`config.mk`:
```
export PLATFORM = sky130hd
export DESIGN_NAME = relative_strength_index
export DESIGN_NICKNAME = d
export VERILOG_FILES = /design/src/rsi_pkg.sv /design/src/rsi_step_unit.sv /design/src/rsi_core.sv /design/src/relative_strength_index.sv
export SDC_FILE = /design/constraint.sdc
export NUM_CORES = 2
export LEC_CHECK = 0
export BUFFER_PORTS_ARGS = -buffer_cell sky130_fd_sc_hd__buf_2
export CAP_MARGIN = 20
export CORE_MARGIN = 3
export CORE_UTILIZATION = 56
export CTS_CLUSTER_DIAMETER = 150
export DETAILED_ROUTE_END_ITERATION = 16
export GPL_TIMING_DRIVEN = 0
export HOLD_SLACK_MARGIN = 0.05
export PLACE_DENSITY = 0.72
export REMOVE_ABC_BUFFERS = 1
export SLEW_MARGIN = 0
export SYNTH_ARGS = -nofsm -noshare
export SYNTH_HDL_FRONTEND = slang
export SYNTH_HIERARCHICAL = 1
export SYNTH_SLANG_ARGS = --single-unit
```
`constraint.sdc`:
```
create_clock -name aclk -period 26 [get_ports aclk]
set_input_delay 2.6 -clock aclk [delete_from_list [all_inputs] [get_ports aclk]]
set_output_delay 2.6 -clock aclk [all_outputs]
set_load 0.005 [all_outputs]
```
`src/rsi_pkg.sv`:
```
// rsi_pkg: shared widths, constants, sequencer states, step-unit request type
// and result type for the relative strength index block
// no dependencies

package rsi_pkg;

    localparam int CLOSE_W    = 31;
    localparam int PERIOD_W   = 8;
    localparam int SAMPLES_W  = 9;
    localparam int AVG_W      = 48;
    localparam int FRAC_BITS  = 16;
    localparam int RSI_W      = 23;
    localparam int DIVIDEND_W = AVG_W + FRAC_BITS;
    localparam int REM_W      = AVG_W + 2;
    localparam int DIV_CNT_W  = 6;
    localparam int RATIO_BITS = RSI_W;

    localparam logic [PERIOD_W-1:0]  PERIOD_RESET   = 8'd14;
    localparam logic [SAMPLES_W-1:0] SMOOTHING_MARK = 9'd256;
    localparam logic [RSI_W-1:0]     RSI_FULL       = RSI_W'(100 << FRAC_BITS);

    typedef enum logic [2:0] {
        ST_IDLE,
        ST_ACCUM,
        ST_LOAD,
        ST_DIV,
        ST_RSI,
        ST_RATIO,
        ST_DONE
    } rsi_state_t;

    // one request to the shared step unit
    typedef struct packed {
        logic mode_add;
        logic bit_in;
    } step_req_t;

    // one finished result from the core
    typedef struct packed {
        logic [RSI_W-1:0] rsi_value;
        logic             ready_res;
    } rsi_result_t;

endpackage

```
`src/rsi_step_unit.sv`:
```
// rsi_step_unit: one restoring divide / scaled ratio step (shift or add, then compare
// and subtract); shared by every division in the block
// depends on rsi_pkg

module rsi_step_unit (
    input  rsi_pkg::step_req_t            req,
    input  logic [rsi_pkg::REM_W-1:0]     rem_i,
    input  logic [rsi_pkg::REM_W-1:0]     addend_i,
    input  logic [rsi_pkg::REM_W-1:0]     divisor_i,
    output logic [rsi_pkg::REM_W-1:0]     rem_o,
    output logic                          q_o
);

    logic [rsi_pkg::REM_W-1:0] trial;

    always_comb begin
        if (req.mode_add) begin
            trial = rem_i + addend_i;
        end else begin
            trial = {rem_i[rsi_pkg::REM_W-2:0], req.bit_in};
        end
        q_o   = (trial >= divisor_i);
        rem_o = q_o ? (trial - divisor_i) : trial;
    end

endmodule

```
`src/rsi_core.sv`:
```
// rsi_core: sequencer and state for the rsi computation; runs the divisions
// and the final ratio through the shared step unit
// depends on rsi_pkg, rsi_step_unit

module rsi_core (
    input  logic                             aclk,
    input  logic                             aresetn,
    input  logic                             start_i,
    input  logic                             start_of_series_i,
    input  logic [rsi_pkg::CLOSE_W-1:0]      close_price_i,
    input  logic [rsi_pkg::PERIOD_W-1:0]     period_i,
    output logic                             idle_o,
    output logic                             res_valid_o,
    output rsi_pkg::rsi_result_t             res_o,
    input  logic                             res_ack_i
);

    rsi_pkg::rsi_state_t state_reg, state_next;

    logic [rsi_pkg::CLOSE_W-1:0]    last_close_reg, last_close_next;
    logic [rsi_pkg::SAMPLES_W-1:0]  samples_reg, samples_next;
    logic [rsi_pkg::AVG_W-1:0]      gain_avg_reg, gain_avg_next;
    logic [rsi_pkg::AVG_W-1:0]      loss_avg_reg, loss_avg_next;
    logic [rsi_pkg::CLOSE_W-1:0]    gain_diff_reg, gain_diff_next;
    logic [rsi_pkg::CLOSE_W-1:0]    loss_diff_reg, loss_diff_next;
    logic [rsi_pkg::PERIOD_W-1:0]   period_reg, period_next;
    logic [rsi_pkg::DIVIDEND_W-1:0] dividend_reg, dividend_next;
    logic [rsi_pkg::REM_W-1:0]      rem_reg, rem_next;
    logic [rsi_pkg::AVG_W-1:0]      quot_reg, quot_next;
    logic [rsi_pkg::AVG_W:0]        den_reg, den_next;
    logic [rsi_pkg::DIV_CNT_W-1:0]  cnt_reg, cnt_next;
    logic                           side_reg, side_next;
    logic                           add_phase_reg, add_phase_next;
    logic [rsi_pkg::RSI_W-1:0]      rsi_reg, rsi_next;
    logic                           ready_reg, ready_next;

    rsi_pkg::step_req_t             step_req;
    logic [rsi_pkg::REM_W-1:0]      step_addend;
    logic [rsi_pkg::REM_W-1:0]      step_divisor;
    logic [rsi_pkg::REM_W-1:0]      step_rem;
    logic                           step_q;

    logic [rsi_pkg::AVG_W-1:0]      avg_sel;
    logic [rsi_pkg::CLOSE_W-1:0]    diff_sel;
    logic [rsi_pkg::AVG_W+rsi_pkg::PERIOD_W-1:0] smooth_prod;
    logic                           warm;

    rsi_step_unit u_step (
        .req       (step_req),
        .rem_i     (rem_reg),
        .addend_i  (step_addend),
        .divisor_i (step_divisor),
        .rem_o     (step_rem),
        .q_o       (step_q)
    );

    assign warm        = !samples_reg[rsi_pkg::SAMPLES_W-1];
    assign avg_sel     = side_reg ? loss_avg_reg : gain_avg_reg;
    assign diff_sel    = side_reg ? loss_diff_reg : gain_diff_reg;
    assign smooth_prod = (rsi_pkg::AVG_W + rsi_pkg::PERIOD_W)'(avg_sel)
                       * (rsi_pkg::AVG_W + rsi_pkg::PERIOD_W)'(period_reg - 8'd1);

    assign idle_o      = (state_reg == rsi_pkg::ST_IDLE);
    assign res_valid_o = (state_reg == rsi_pkg::ST_DONE);
    assign res_o.rsi_value = rsi_reg;
    assign res_o.ready_res = ready_reg;

    always_ff @(posedge aclk) begin
        if (!aresetn) begin
            state_reg      <= rsi_pkg::ST_IDLE;
            last_close_reg <= '0;
            samples_reg    <= '0;
            gain_avg_reg   <= '0;
            loss_avg_reg   <= '0;
            cnt_reg        <= '0;
            side_reg       <= 1'b0;
            add_phase_reg  <= 1'b0;
        end else begin
            state_reg      <= state_next;
            last_close_reg <= last_close_next;
            samples_reg    <= samples_next;
            gain_avg_reg   <= gain_avg_next;
            loss_avg_reg   <= loss_avg_next;
            cnt_reg        <= cnt_next;
            side_reg       <= side_next;
            add_phase_reg  <= add_phase_next;
        end
    end

    always_ff @(posedge aclk) begin
        gain_diff_reg <= gain_diff_next;
        loss_diff_reg <= loss_diff_next;
        period_reg    <= period_next;
        dividend_reg  <= dividend_next;
        rem_reg       <= rem_next;
        quot_reg      <= quot_next;
        den_reg       <= den_next;
        rsi_reg       <= rsi_next;
        ready_reg     <= ready_next;
    end

    always_comb begin
        state_next      = state_reg;
        last_close_next = last_close_reg;
        samples_next    = samples_reg;
        gain_avg_next   = gain_avg_reg;
        loss_avg_next   = loss_avg_reg;
        gain_diff_next  = gain_diff_reg;
        loss_diff_next  = loss_diff_reg;
        period_next     = period_reg;
        dividend_next   = dividend_reg;
        rem_next        = rem_reg;
        quot_next       = quot_reg;
        den_next        = den_reg;
        cnt_next        = cnt_reg;
        side_next       = side_reg;
        add_phase_next  = add_phase_reg;
        rsi_next        = rsi_reg;
        ready_next      = ready_reg;

        step_req.mode_add = 1'b0;
        step_req.bit_in   = 1'b0;
        step_addend       = '0;
        step_divisor      = rsi_pkg::REM_W'(period_reg);

        case (state_reg)
            rsi_pkg::ST_IDLE: begin
                if (start_i) begin
                    period_next     = period_i;
                    last_close_next = close_price_i;
                    if (start_of_series_i || samples_reg == '0) begin
                        samples_next  = 9'd1;
                        gain_avg_next = '0;
                        loss_avg_next = '0;
                        rsi_next      = '0;
                        ready_next    = 1'b0;
                        state_next    = rsi_pkg::ST_DONE;
                    end else begin
                        if (close_price_i > last_close_reg) begin
                            gain_diff_next = close_price_i - last_close_reg;
                            loss_diff_next = '0;
                        end else begin
                            gain_diff_next = '0;
                            loss_diff_next = last_close_reg - close_price_i;
                        end
                        side_next  = 1'b0;
                        state_next = warm ? rsi_pkg::ST_ACCUM : rsi_pkg::ST_LOAD;
                    end
                end
            end

            rsi_pkg::ST_ACCUM: begin
                gain_avg_next = gain_avg_reg + rsi_pkg::AVG_W'(gain_diff_reg);
                loss_avg_next = loss_avg_reg + rsi_pkg::AVG_W'(loss_diff_reg);
                if (samples_reg >= rsi_pkg::SAMPLES_W'(period_reg)) begin
                    state_next = rsi_pkg::ST_LOAD;
                end else begin
                    samples_next = samples_reg + 9'd1;
                    rsi_next     = '0;
                    ready_next   = 1'b0;
                    state_next   = rsi_pkg::ST_DONE;
                end
            end

            rsi_pkg::ST_LOAD: begin
                // warm-up: sum << frac; smoothing: avg*(p-1) + (x << frac)
                if (warm) begin
                    dividend_next = {avg_sel, {rsi_pkg::FRAC_BITS{1'b0}}};
                end else begin
                    dividend_next = rsi_pkg::DIVIDEND_W'(smooth_prod
                        + (rsi_pkg::AVG_W + rsi_pkg::PERIOD_W)'(
                            {diff_sel, {rsi_pkg::FRAC_BITS{1'b0}}}));
                end
                rem_next   = '0;
                quot_next  = '0;
                cnt_next   = rsi_pkg::DIV_CNT_W'(rsi_pkg::DIVIDEND_W - 1);
                state_next = rsi_pkg::ST_DIV;
            end

            rsi_pkg::ST_DIV: begin
                step_req.bit_in = dividend_reg[rsi_pkg::DIVIDEND_W-1];
                rem_next        = step_rem;
                quot_next       = {quot_reg[rsi_pkg::AVG_W-2:0], step_q};
                dividend_next   = {dividend_reg[rsi_pkg::DIVIDEND_W-2:0], 1'b0};
                if (cnt_reg == '0) begin
                    if (!side_reg) begin
                        gain_avg_next = quot_next;
                        side_next     = 1'b1;
                        state_next    = rsi_pkg::ST_LOAD;
                    end else begin
                        loss_avg_next = quot_next;
                        samples_next  = rsi_pkg::SMOOTHING_MARK;
                        state_next    = rsi_pkg::ST_RSI;
                    end
                end else begin
                    cnt_next = cnt_reg - 6'd1;
                end
            end

            rsi_pkg::ST_RSI: begin
                ready_next = 1'b1;
                if (loss_avg_reg == '0) begin
                    rsi_next   = rsi_pkg::RSI_FULL;
                    state_next = rsi_pkg::ST_DONE;
                end else begin
                    den_next       = {1'b0, gain_avg_reg} + {1'b0, loss_avg_reg};
                    rem_next       = '0;
                    quot_next      = '0;
                    cnt_next       = rsi_pkg::DIV_CNT_W'(rsi_pkg::RATIO_BITS - 1);
                    add_phase_next = 1'b0;
                    state_next     = rsi_pkg::ST_RATIO;
                end
            end

            rsi_pkg::ST_RATIO: begin
                // floor(g * full / (g + l)), one bit of full per shift step
                step_req.mode_add = add_phase_reg;
                step_addend       = rsi_pkg::REM_W'(gain_avg_reg);
                step_divisor      = rsi_pkg::REM_W'(den_reg);
                rem_next          = step_rem;
                if (add_phase_reg) begin
                    quot_next = quot_reg + rsi_pkg::AVG_W'(step_q);
                end else begin
                    quot_next = {quot_reg[rsi_pkg::AVG_W-2:0], 1'b0}
                              + rsi_pkg::AVG_W'(step_q);
                end
                if (!add_phase_reg && rsi_pkg::RSI_FULL[cnt_reg[4:0]]) begin
                    add_phase_next = 1'b1;
                end else begin
                    add_phase_next = 1'b0;
                    if (cnt_reg == '0) begin
                        rsi_next   = quot_next[rsi_pkg::RSI_W-1:0];
                        state_next = rsi_pkg::ST_DONE;
                    end else begin
                        cnt_next = cnt_reg - 6'd1;
                    end
                end
            end

            rsi_pkg::ST_DONE: begin
                if (res_ack_i) begin
                    state_next = rsi_pkg::ST_IDLE;
                end
            end

            default: begin
                state_next = rsi_pkg::ST_IDLE;
            end
        endcase
    end

    // remainder of a period division stays below the period
    a_div_rem: assert property (@(posedge aclk) disable iff (!aresetn)
        (state_reg == rsi_pkg::ST_DIV) |-> (rem_reg < rsi_pkg::REM_W'(period_reg)))
        else $error("division remainder not below period");

    // ratio remainder stays below g + l
    a_ratio_rem: assert property (@(posedge aclk) disable iff (!aresetn)
        (state_reg == rsi_pkg::ST_RATIO) |-> (rem_reg < rsi_pkg::REM_W'(den_reg)))
        else $error("ratio remainder not below denominator");

    // warm-up results carry zero, real results never exceed 100
    a_warm_zero: assert property (@(posedge aclk) disable iff (!aresetn)
        (res_valid_o && !ready_reg) |-> (rsi_reg == '0))
        else $error("warm-up result not zero");

    a_rsi_range: assert property (@(posedge aclk) disable iff (!aresetn)
        res_valid_o |-> (rsi_reg <= rsi_pkg::RSI_FULL))
        else $error("rsi above full scale");

    // an accepted request always leaves idle
    a_leave_idle: assert property (@(posedge aclk) disable iff (!aresetn)
        (idle_o && start_i) |=> !idle_o)
        else $error("request accepted but sequencer stayed idle");

endmodule

```
`src/relative_strength_index.sv`:
```
// relative_strength_index: top level; period register, request handshake,
// result output register
// depends on rsi_pkg, rsi_core (which uses rsi_step_unit)
//
// usage
//   - one request per candle: s_close_price with s_start_of_series; one result per
//     request on the m_ channel: m_rsi_value (0..100, 16 fraction bits) and
//     m_ready_res (0 while the series is still warming up, then rsi_value is 0)
//   - cfg_wr_en / cfg_wr_data write the smoothing period (0 acts as 1); write it
//     only while no request is in flight
//   - from accept, a series start goes straight to the result, a warm-up close
//     passes the accumulate state, and a close that yields an rsi runs two 64-step
//     period divisions and a 26-step ratio, all through the one shared step unit
//   - s_ready is low while a request is being worked on, so a new request is taken
//     only once the core is through with the last one
//   - reset (aresetn low, synchronous) sets the period to 14 and clears the
//     series state; the first request after reset starts a new series
//   - when m_ready is low the result waits in the output register; the next
//     request is still accepted and computed, and waits in the core until the
//     output register frees

module relative_strength_index (
    input  logic                             aclk,
    input  logic                             aresetn,

    input  logic                             cfg_wr_en,
    input  logic [rsi_pkg::PERIOD_W-1:0]     cfg_wr_data,

    input  logic                             s_valid,
    output logic                             s_ready,
    input  logic                             s_start_of_series,
    input  logic [rsi_pkg::CLOSE_W-1:0]      s_close_price,

    output logic                             m_valid,
    input  logic                             m_ready,
    output logic [rsi_pkg::RSI_W-1:0]        m_rsi_value,
    output logic                             m_ready_res
);

    // period register
    logic [rsi_pkg::PERIOD_W-1:0] period_reg;
    logic [rsi_pkg::PERIOD_W-1:0] period_eff;

    // output register
    logic                         m_valid_reg, m_valid_next;
    logic [rsi_pkg::RSI_W-1:0]    m_rsi_value_reg, m_rsi_value_next;
    logic                         m_ready_res_reg, m_ready_res_next;

    // core handshake
    logic                         core_idle;
    logic                         core_res_valid;
    rsi_pkg::rsi_result_t         core_res;
    logic                         res_ack;
    logic                         req_accept;

    always_ff @(posedge aclk) begin
        if (!aresetn) begin
            period_reg <= rsi_pkg::PERIOD_RESET;
        end else if (cfg_wr_en) begin
            period_reg <= cfg_wr_data;
        end
    end

    // a period of zero behaves as one
    assign period_eff = (period_reg == '0) ? 8'd1 : period_reg;

    assign s_ready    = core_idle;
    assign req_accept = s_valid && core_idle;

    // the core hands its result over once the output register is free or draining
    assign res_ack = core_res_valid && (!m_valid_reg || m_ready);

    rsi_core u_core (
        .aclk              (aclk),
        .aresetn           (aresetn),
        .start_i           (req_accept),
        .start_of_series_i (s_start_of_series),
        .close_price_i     (s_close_price),
        .period_i          (period_eff),
        .idle_o            (core_idle),
        .res_valid_o       (core_res_valid),
        .res_o             (core_res),
        .res_ack_i         (res_ack)
    );

    always_comb begin
        m_valid_next     = m_valid_reg;
        m_rsi_value_next = m_rsi_value_reg;
        m_ready_res_next = m_ready_res_reg;
        if (res_ack) begin
            m_valid_next     = 1'b1;
            m_rsi_value_next = core_res.rsi_value;
            m_ready_res_next = core_res.ready_res;
        end else if (m_ready) begin
            m_valid_next = 1'b0;
        end
    end

    always_ff @(posedge aclk) begin
        if (!aresetn) begin
            m_valid_reg <= 1'b0;
        end else begin
            m_valid_reg <= m_valid_next;
        end
    end

    // payload needs no reset
    always_ff @(posedge aclk) begin
        m_rsi_value_reg <= m_rsi_value_next;
        m_ready_res_reg <= m_ready_res_next;
    end

    assign m_valid     = m_valid_reg;
    assign m_rsi_value = m_rsi_value_reg;
    assign m_ready_res = m_ready_res_reg;

endmodule
```
# Word-level counts from Yosys, hierarchy flattened
# Memory sizes are Yosys's and may differ from the RTL's. A register that Yosys moved wholly into a read port is not among the register bits.
# Cells that the tools add are included.
[op_classes]
addsub = 13
multipliers = 1
magnitude_cmp = 4
eq_ne = 18
muxes = 67
n_bitwise = 2
n_reduce_logical = 36
[ops]
columns = ["cell", "n"]
rows = [
  ["$mux W48", 10],
  ["$pmux W48 S3", 2],
  ["$pmux W48 S4", 1],
  ["$mux W50", 3],
  ["$pmux W50 S3", 1],
  ["$mux W23", 6],
  ["$pmux W64 S2", 1],
  ["$add A48 B1 Y48", 2],
  ["$add A48 B31 Y48", 2],
  ["$pmux W23 S4", 1],
  ["$mux W64", 1],
  ["$sub A31 B31 Y31", 2],
  ["$add A56 B47 Y57", 1],
  ["$mul A48 B56 Y56", 1],
  ["$add A50 B48 Y50", 1],
  ["$ge A50 B50 Y1", 1],
  ["$sub A50 B50 Y50", 1],
  ["$add A48 B48 Y49", 1],
  ["$mux W49", 1],
  ["$logic_not A48 Y1", 1],
  ["$mux W9", 5],
  ["$gt A31 B31 Y1", 1],
  ["$mux W31", 1],
  ["$pmux W9 S3", 1],
  ["37 further kinds", 93],
]
[word_totals]
regBits = 485
romBits = 32
inputBits = 45
memories = 1
[mem_list]
columns = ["name", "depth", "word_bits", "rd", "rd_ports_with_merged_regs", "write_ports", "line_no", "text"]
rows = [
  ["(name not given)", 32, 1, 1, 1, 0, "rsi_core.sv:227", "if (!add_phase_reg && rsi_pkg::RSI_FULL[cnt_reg[4:0]]) begin"],
]

# Logic depth before layout (Yosys ltp)
[logic_depth]
depth_word = 10
mapped_depth = 50
depth_no_buf = 47

# Cells and area by module
# Netlist, hierarchy kept.
[by_module_without_submodules]
columns = ["mod", "instances", "cells_each", "area_per_inst_um2", "seq_area_each_um2"]
rows = [
  ["rsi_core", 1, 6081, 54618.6, 12091.6],
  ["rsi_step_unit", 1, 1040, 7168.1, 0.0],
  ["relative_strength_index", 1, 64, 1112.3, 900.9],
]

# Least setup slack after synthesis
# OpenSTA, ideal clock, no wires.
[synth_timing]
kind = "reg2reg"
startpoint = "reg u_core.side_reg"
endpoint = "reg u_core/dividend_reg[53] (netlist name) (data pin)"
arrival_time_ns = 12.341
required_time_ns = 25.740
setup_slack_ns = 13.399
stages_incl_launch_ff = 40
period_less_slack_ns = 12.601
cell_sequence = "dfxtp_1 clkbuf_1 clkbuf_1 buf_1 buf_1 mux2i_1 nor2_1 fa_1 fa_1 inv_1 fa_1 inv_1 fa_1 fa_1 inv_1 fa_1 inv_1 fa_1 (+4 left out) ha_1 and3_4 a211o_1 a221oi_2 o21ai_1 a221o_1 or2_4 a31oi_1 xnor2_1 ha_1 nand3_1 nor2_1 a221oi_1 o31a_2 nor3b_4 a311o_2 o21ai_0 nor3_1"
[synth_via]
elab_chain_len = 5
[synth_lines]
columns = ["element", "line_no", "text"]
rows = [
  ["start, declared", "rsi_core.sv:32", "logic side_reg, side_next;"],
  ["start signal, assigned", "rsi_core.sv:85", "side_reg <= side_next;"],
  ["$mux W48", "rsi_core.sv:58", "assign avg_sel = side_reg ? loss_avg_reg : gain_avg_reg;"],
  ["$mul A48 B56 Y56", "rsi_core.sv:61", "* (rsi_pkg::AVG_W + rsi_pkg::PERIOD_W)'(period_reg - 8'd1);"],
  ["$add A56 B47 Y57", "rsi_core.sv:171", "+ (rsi_pkg::AVG_W + rsi_pkg::PERIOD_W)'("],
  ["$mux W64 *", "rsi_core.sv:167", "if (warm) begin"],
  ["$pmux W64 S2 *", "rsi_core.sv:126", "case (state_reg)"],
  ["net u_core.dividend_next (one bit)", "rsi_core.sv:27", "logic [rsi_pkg::DIVIDEND_W-1:0] dividend_reg, dividend_next;"],
  ["end signal, assigned", "rsi_core.sv:94", "dividend_reg <= dividend_next;"],
  ["end, declared", "rsi_core.sv:27", ""],
]
# Mark *: on every way through the listed nets, which the timed path passes. The rest lies on a longest branch.
# A chain may end at the register's enable or synchronous reset.

# Worst setup path after layout
[layout_timing]
startpoint = "reg u_core/period_reg[0] (netlist name)"
endpoint = "reg u_core/dividend_reg[52] (netlist name) (data pin)"
[layout_via]
elab_chain_len = 5
[layout_lines]
columns = ["element", "line_no", "text"]
rows = [
  ["start, declared", "rsi_core.sv:26", "logic [rsi_pkg::PERIOD_W-1:0] period_reg, period_next;"],
  ["start signal, assigned", "rsi_core.sv:93", "period_reg <= period_next;"],
  ["$sub A8 B1 Y9", "rsi_core.sv:61", ""],
  ["$mul A48 B56 Y56", "rsi_core.sv:61", ""],
  ["$add A56 B47 Y57", "rsi_core.sv:171", ""],
  ["$mux W64", "rsi_core.sv:167", ""],
  ["$pmux W64 S2", "rsi_core.sv:126", ""],
  ["net u_core.dividend_next (one bit)", "rsi_core.sv:27", ""],
]
# The timed path passes the listed nets, and every way through them passes these cells.

==> flow_summary_export.csv <==
group,metric,value,unit
status,outcome,"finished, final reports clean",
setup_path,reg2reg_to,"u_core/dividend_reg[52]",
die,chipHeight,341,um
finish,fillers,9720,
logic_synthesis,synth_area_leaders,"fa_1, edfxtp_1, ha_1, inv_1, dfxtp_1",
cts,path_clk_slew,0.07,ns
min_path,hp-start,"u_core/rsi_reg[14]",
setup_path,startpoint_type,"flop",
die,core-area,111000,sq um
cts,cts_made_buffers,56,
routing,avgRoutedWirePerCell,22.8,um
routing,vias,52800,
power,ir_worst_vdd,0.0641,mV
timing,fin_crit,15.18,ns
power,p_total,5.18,mW
cts,htreeDepth,2,
timing,worst_slew_pin_slew,1.12,ns
timing,post-route-period-util,0.584,
logic_synthesis,seq_area_frac_synth,0.207,
cts,clk_latency,0.66,ns
cts,clockBufferDepth,3,
logic_synthesis,synth_top_area_share,0.204,
finish,final_common_cell,"inv_1",
die,dieArea,116000,sq um
routing,postRouteAntennaNets,0,
place,numPortBuffers,70,
routing,wl,196000,um
logic_synthesis,syn_inst,7185,
setup_path,r2r_start,"u_core/period_reg[0]",
timing,grt_setup_unrepaired,"false",
logic_synthesis,syn_area_per_cell,8.75,sq um
min_path,hold_class,"reg -> reg",
routing,drtIter0Drc,5667,
timing,finalSetupViolCount,0,
setup_path,worst_setup_path_end_kind,"flop",
logic_synthesis,syn-cell-area,62900,sq um
finish,largest_reg_flops,64,
logic_synthesis,synth_seq_cells,485,
timing,final.setup.tns,0,ns
setup_path,cp_common_cell,"fa_1",
finish,layout_common_cells,"inv_1, nand2_1, fa_1, nor2_1, ha_1",
global_routing,grt_first_pass_wirelength,307000,um
global_routing,grt_max_degree,83,
timing,fin_skew,0.0214,ns
timing,final_max_slew_viol_count,0,
setup_path,cpPeakStageDelay,0.95,ns
cts,root_buffer,"clkbuf_16",
place,dpl.hpwl,158000,um
setup_path,rrSetupSlack,10.82,ns
min_path,whs_path_depth,0,
die,initial_core_util,0.566,
global_routing,groute.usage.overall,0.339,
timing,hold_slack,0.405,ns
global_routing,grt_remaining_overflow,0,
setup_path,path_max_fanout,23,
finish,multiInputGateArea,45300,sq um
logic_synthesis,synth_edf_count,328,
global_routing,grt_pass1_vias,52500,
setup_path,worstPathArrival,15.68,ns
timing,hold_viol_final,0,
finish,seqCellArea,13000,sq um
finish,nets,8295,
timing,max_clock_freq,0.0659,GHz
min_path,holdPathEnd,"m_rsi_value[14]",
flow_run,maxCapViolations,0,
logic_synthesis,synthArstFlopShare,0,
finish,diodes,0,
cts,postCtsHoldBufs,0,
power,leakagePower,31.0,nW
place,gp_congestion,1.00,
finish,drive_gt1_frac,0.0705,
place,place_ws,10.98,ns
cts,clock-sinks,485,
die,io_pins,71,
setup_path,critical_path_class,"reg -> reg",
finish,utilization,0.605,
setup_path,cp.required,26.49,ns
logic_synthesis,synth.largest_area_cell,"fa_1",
routing,drtPass1Iterations,7,
setup_path,crit_path_top_delay_cell,"or3_2",
cts,post-cts-setup-buffers,0,
cts,postCtsResizedCells,0,
power,power_density,77.0,nW/um^2
finish,area_growth,6.95,%
logic_synthesis,synthFlopType,"edfxtp_1",
cts,cts_tree,"yes",
global_routing,antenna_found_initial,6,
logic_synthesis,ys_warn_count,6,
die,die_x,341,um
die,row_count,122,
logic_synthesis,yosys.cell_types.count,120,
routing,drc,0,
routing,via_per_inst,6.13,
setup_path,reg2reg_depth,41,
timing,fin_ws,10.82,ns
timing,slew_headroom,0.233,
## routing by layer
| metal | wire (um) | GRT usage | part of all wire |
|---|---|---|---|
| met5 | 103 | 0 | 0.00053 |
| met4 | 11100 | 0.156 | 0.057 |
| met3 | 18000 | 0.0635 | 0.092 |
| met2 | 85200 | 0.520 | 0.43 |
| met1 | 81500 | 0.465 | 0.42 |
## synth_stat cells, types with 10 or more instances
cell / n
a211oi_1: 42
a21boi_0: 16
a21o_1: 218
a21oi_1: 411
a221oi_1: 24
a22o_1: 12
a22oi_1: 32
a31oi_1: 54
a32oi_1: 22
and2_1: 88
and3_1: 144
buf_1: 25
clkbuf_1: 271
dfxtp_1: 157
edfxtp_1: 328
fa_1: 642
ha_1: 535
inv_1: 950
mux2_2: 124
mux2i_1: 64
nand2_1: 689
nand2b_1: 76
nand3_1: 125
nand4_1: 77
nor2_1: 602
nor2b_1: 49
nor3_1: 93
nor4_1: 36
o2111ai_1: 10
o211ai_1: 27
o21a_1: 73
o21ai_0: 373
o21ai_1: 11
o21bai_1: 43
o22ai_1: 24
o31a_1: 14
o31ai_1: 41
o41ai_1: 11
or2_2: 28
or3_1: 27
xnor2_1: 240
xor2_1: 132
## metrics by stage
step | cell area [sq um] | std cells
floorplan | 61600 | 6872
global placement | 63800 | 8430
detailed placement | 65300 | 8498
CTS | 67200 | 8603
global route | 67300 | 8608
finish | 67300 | 8608
## report_power, final
part	internal (mW)	switching, mW
clock network	0.466	0.366
logic	1.12	1.88
registers	1.12	0.223
total	2.71	2.47
## cell families after synthesis
| logic type | count (synthesis) | synth area share |
|---|---|---|
| AOI/OAI and AO/OA | 1589 | 0.164 |
| xor gates and xnor gates | 372 | 0.0518 |
| adders and majority gates | 1177 | 0.311 |
| buffers and inverters | 1270 | 0.0773 |
| DFF | 485 | 0.207 |
| muxes | 195 | 0.0341 |
| other | 1 | 0.0000596 |
| and+or+nand+nor | 2096 | 0.155 |
## worst max-delay path: cells and delay by family (launching register included)
kind | cells | cell delay (ns)
and+or+nand+nor | 13 | 4.49
xor gates and xnor gates | 1 | 0.19
adders and majority gates | 12 | 6.22
DFF | 1 | 0.69
buffers and inverters | 7 | 1.50
AOI/OAI and AO/OA | 8 | 1.88
## worst max path at each step
| stage | startpoint | to | slack [ns] | cells after the start |
|---|---|---|---|---|
| 6_report | u_core/period_reg[0] | u_core/dividend_reg[52] | 10.82 | 41 |
| 5_1_grt | u_core/period_reg[0] | u_core/dividend_reg[52] | 10.11 | 41 |
| 4_1_cts | u_core/period_reg[0] | u_core/dividend_reg[52] | 10.90 | 41 |
| 3_5_place_dp | u_core/period_reg[0] | u_core/dividend_reg[52] | 10.98 | 41 |
| 3_3_place_gp | u_core/state_reg[1] | u_core/quot_reg[44] | 6.06 | 34 |
| 2_1_floorplan | u_core/side_reg | u_core/dividend_reg[53] | 11.41 | 35 |
## cell type report
type / instances / area share
Timing Repair Buffer: 143 / 0.0242
Tap cell: 1488 / 0.0277
Inverter: 955 / 0.0534
Clock buffer: 66 / 0.0223
Clock inverter: 39 / 0.00586
Multi-Input combinational cell: 5432 / 0.673
Sequential cell: 485 / 0.193
Note: power is estimated with default switching activity, not from simulation.
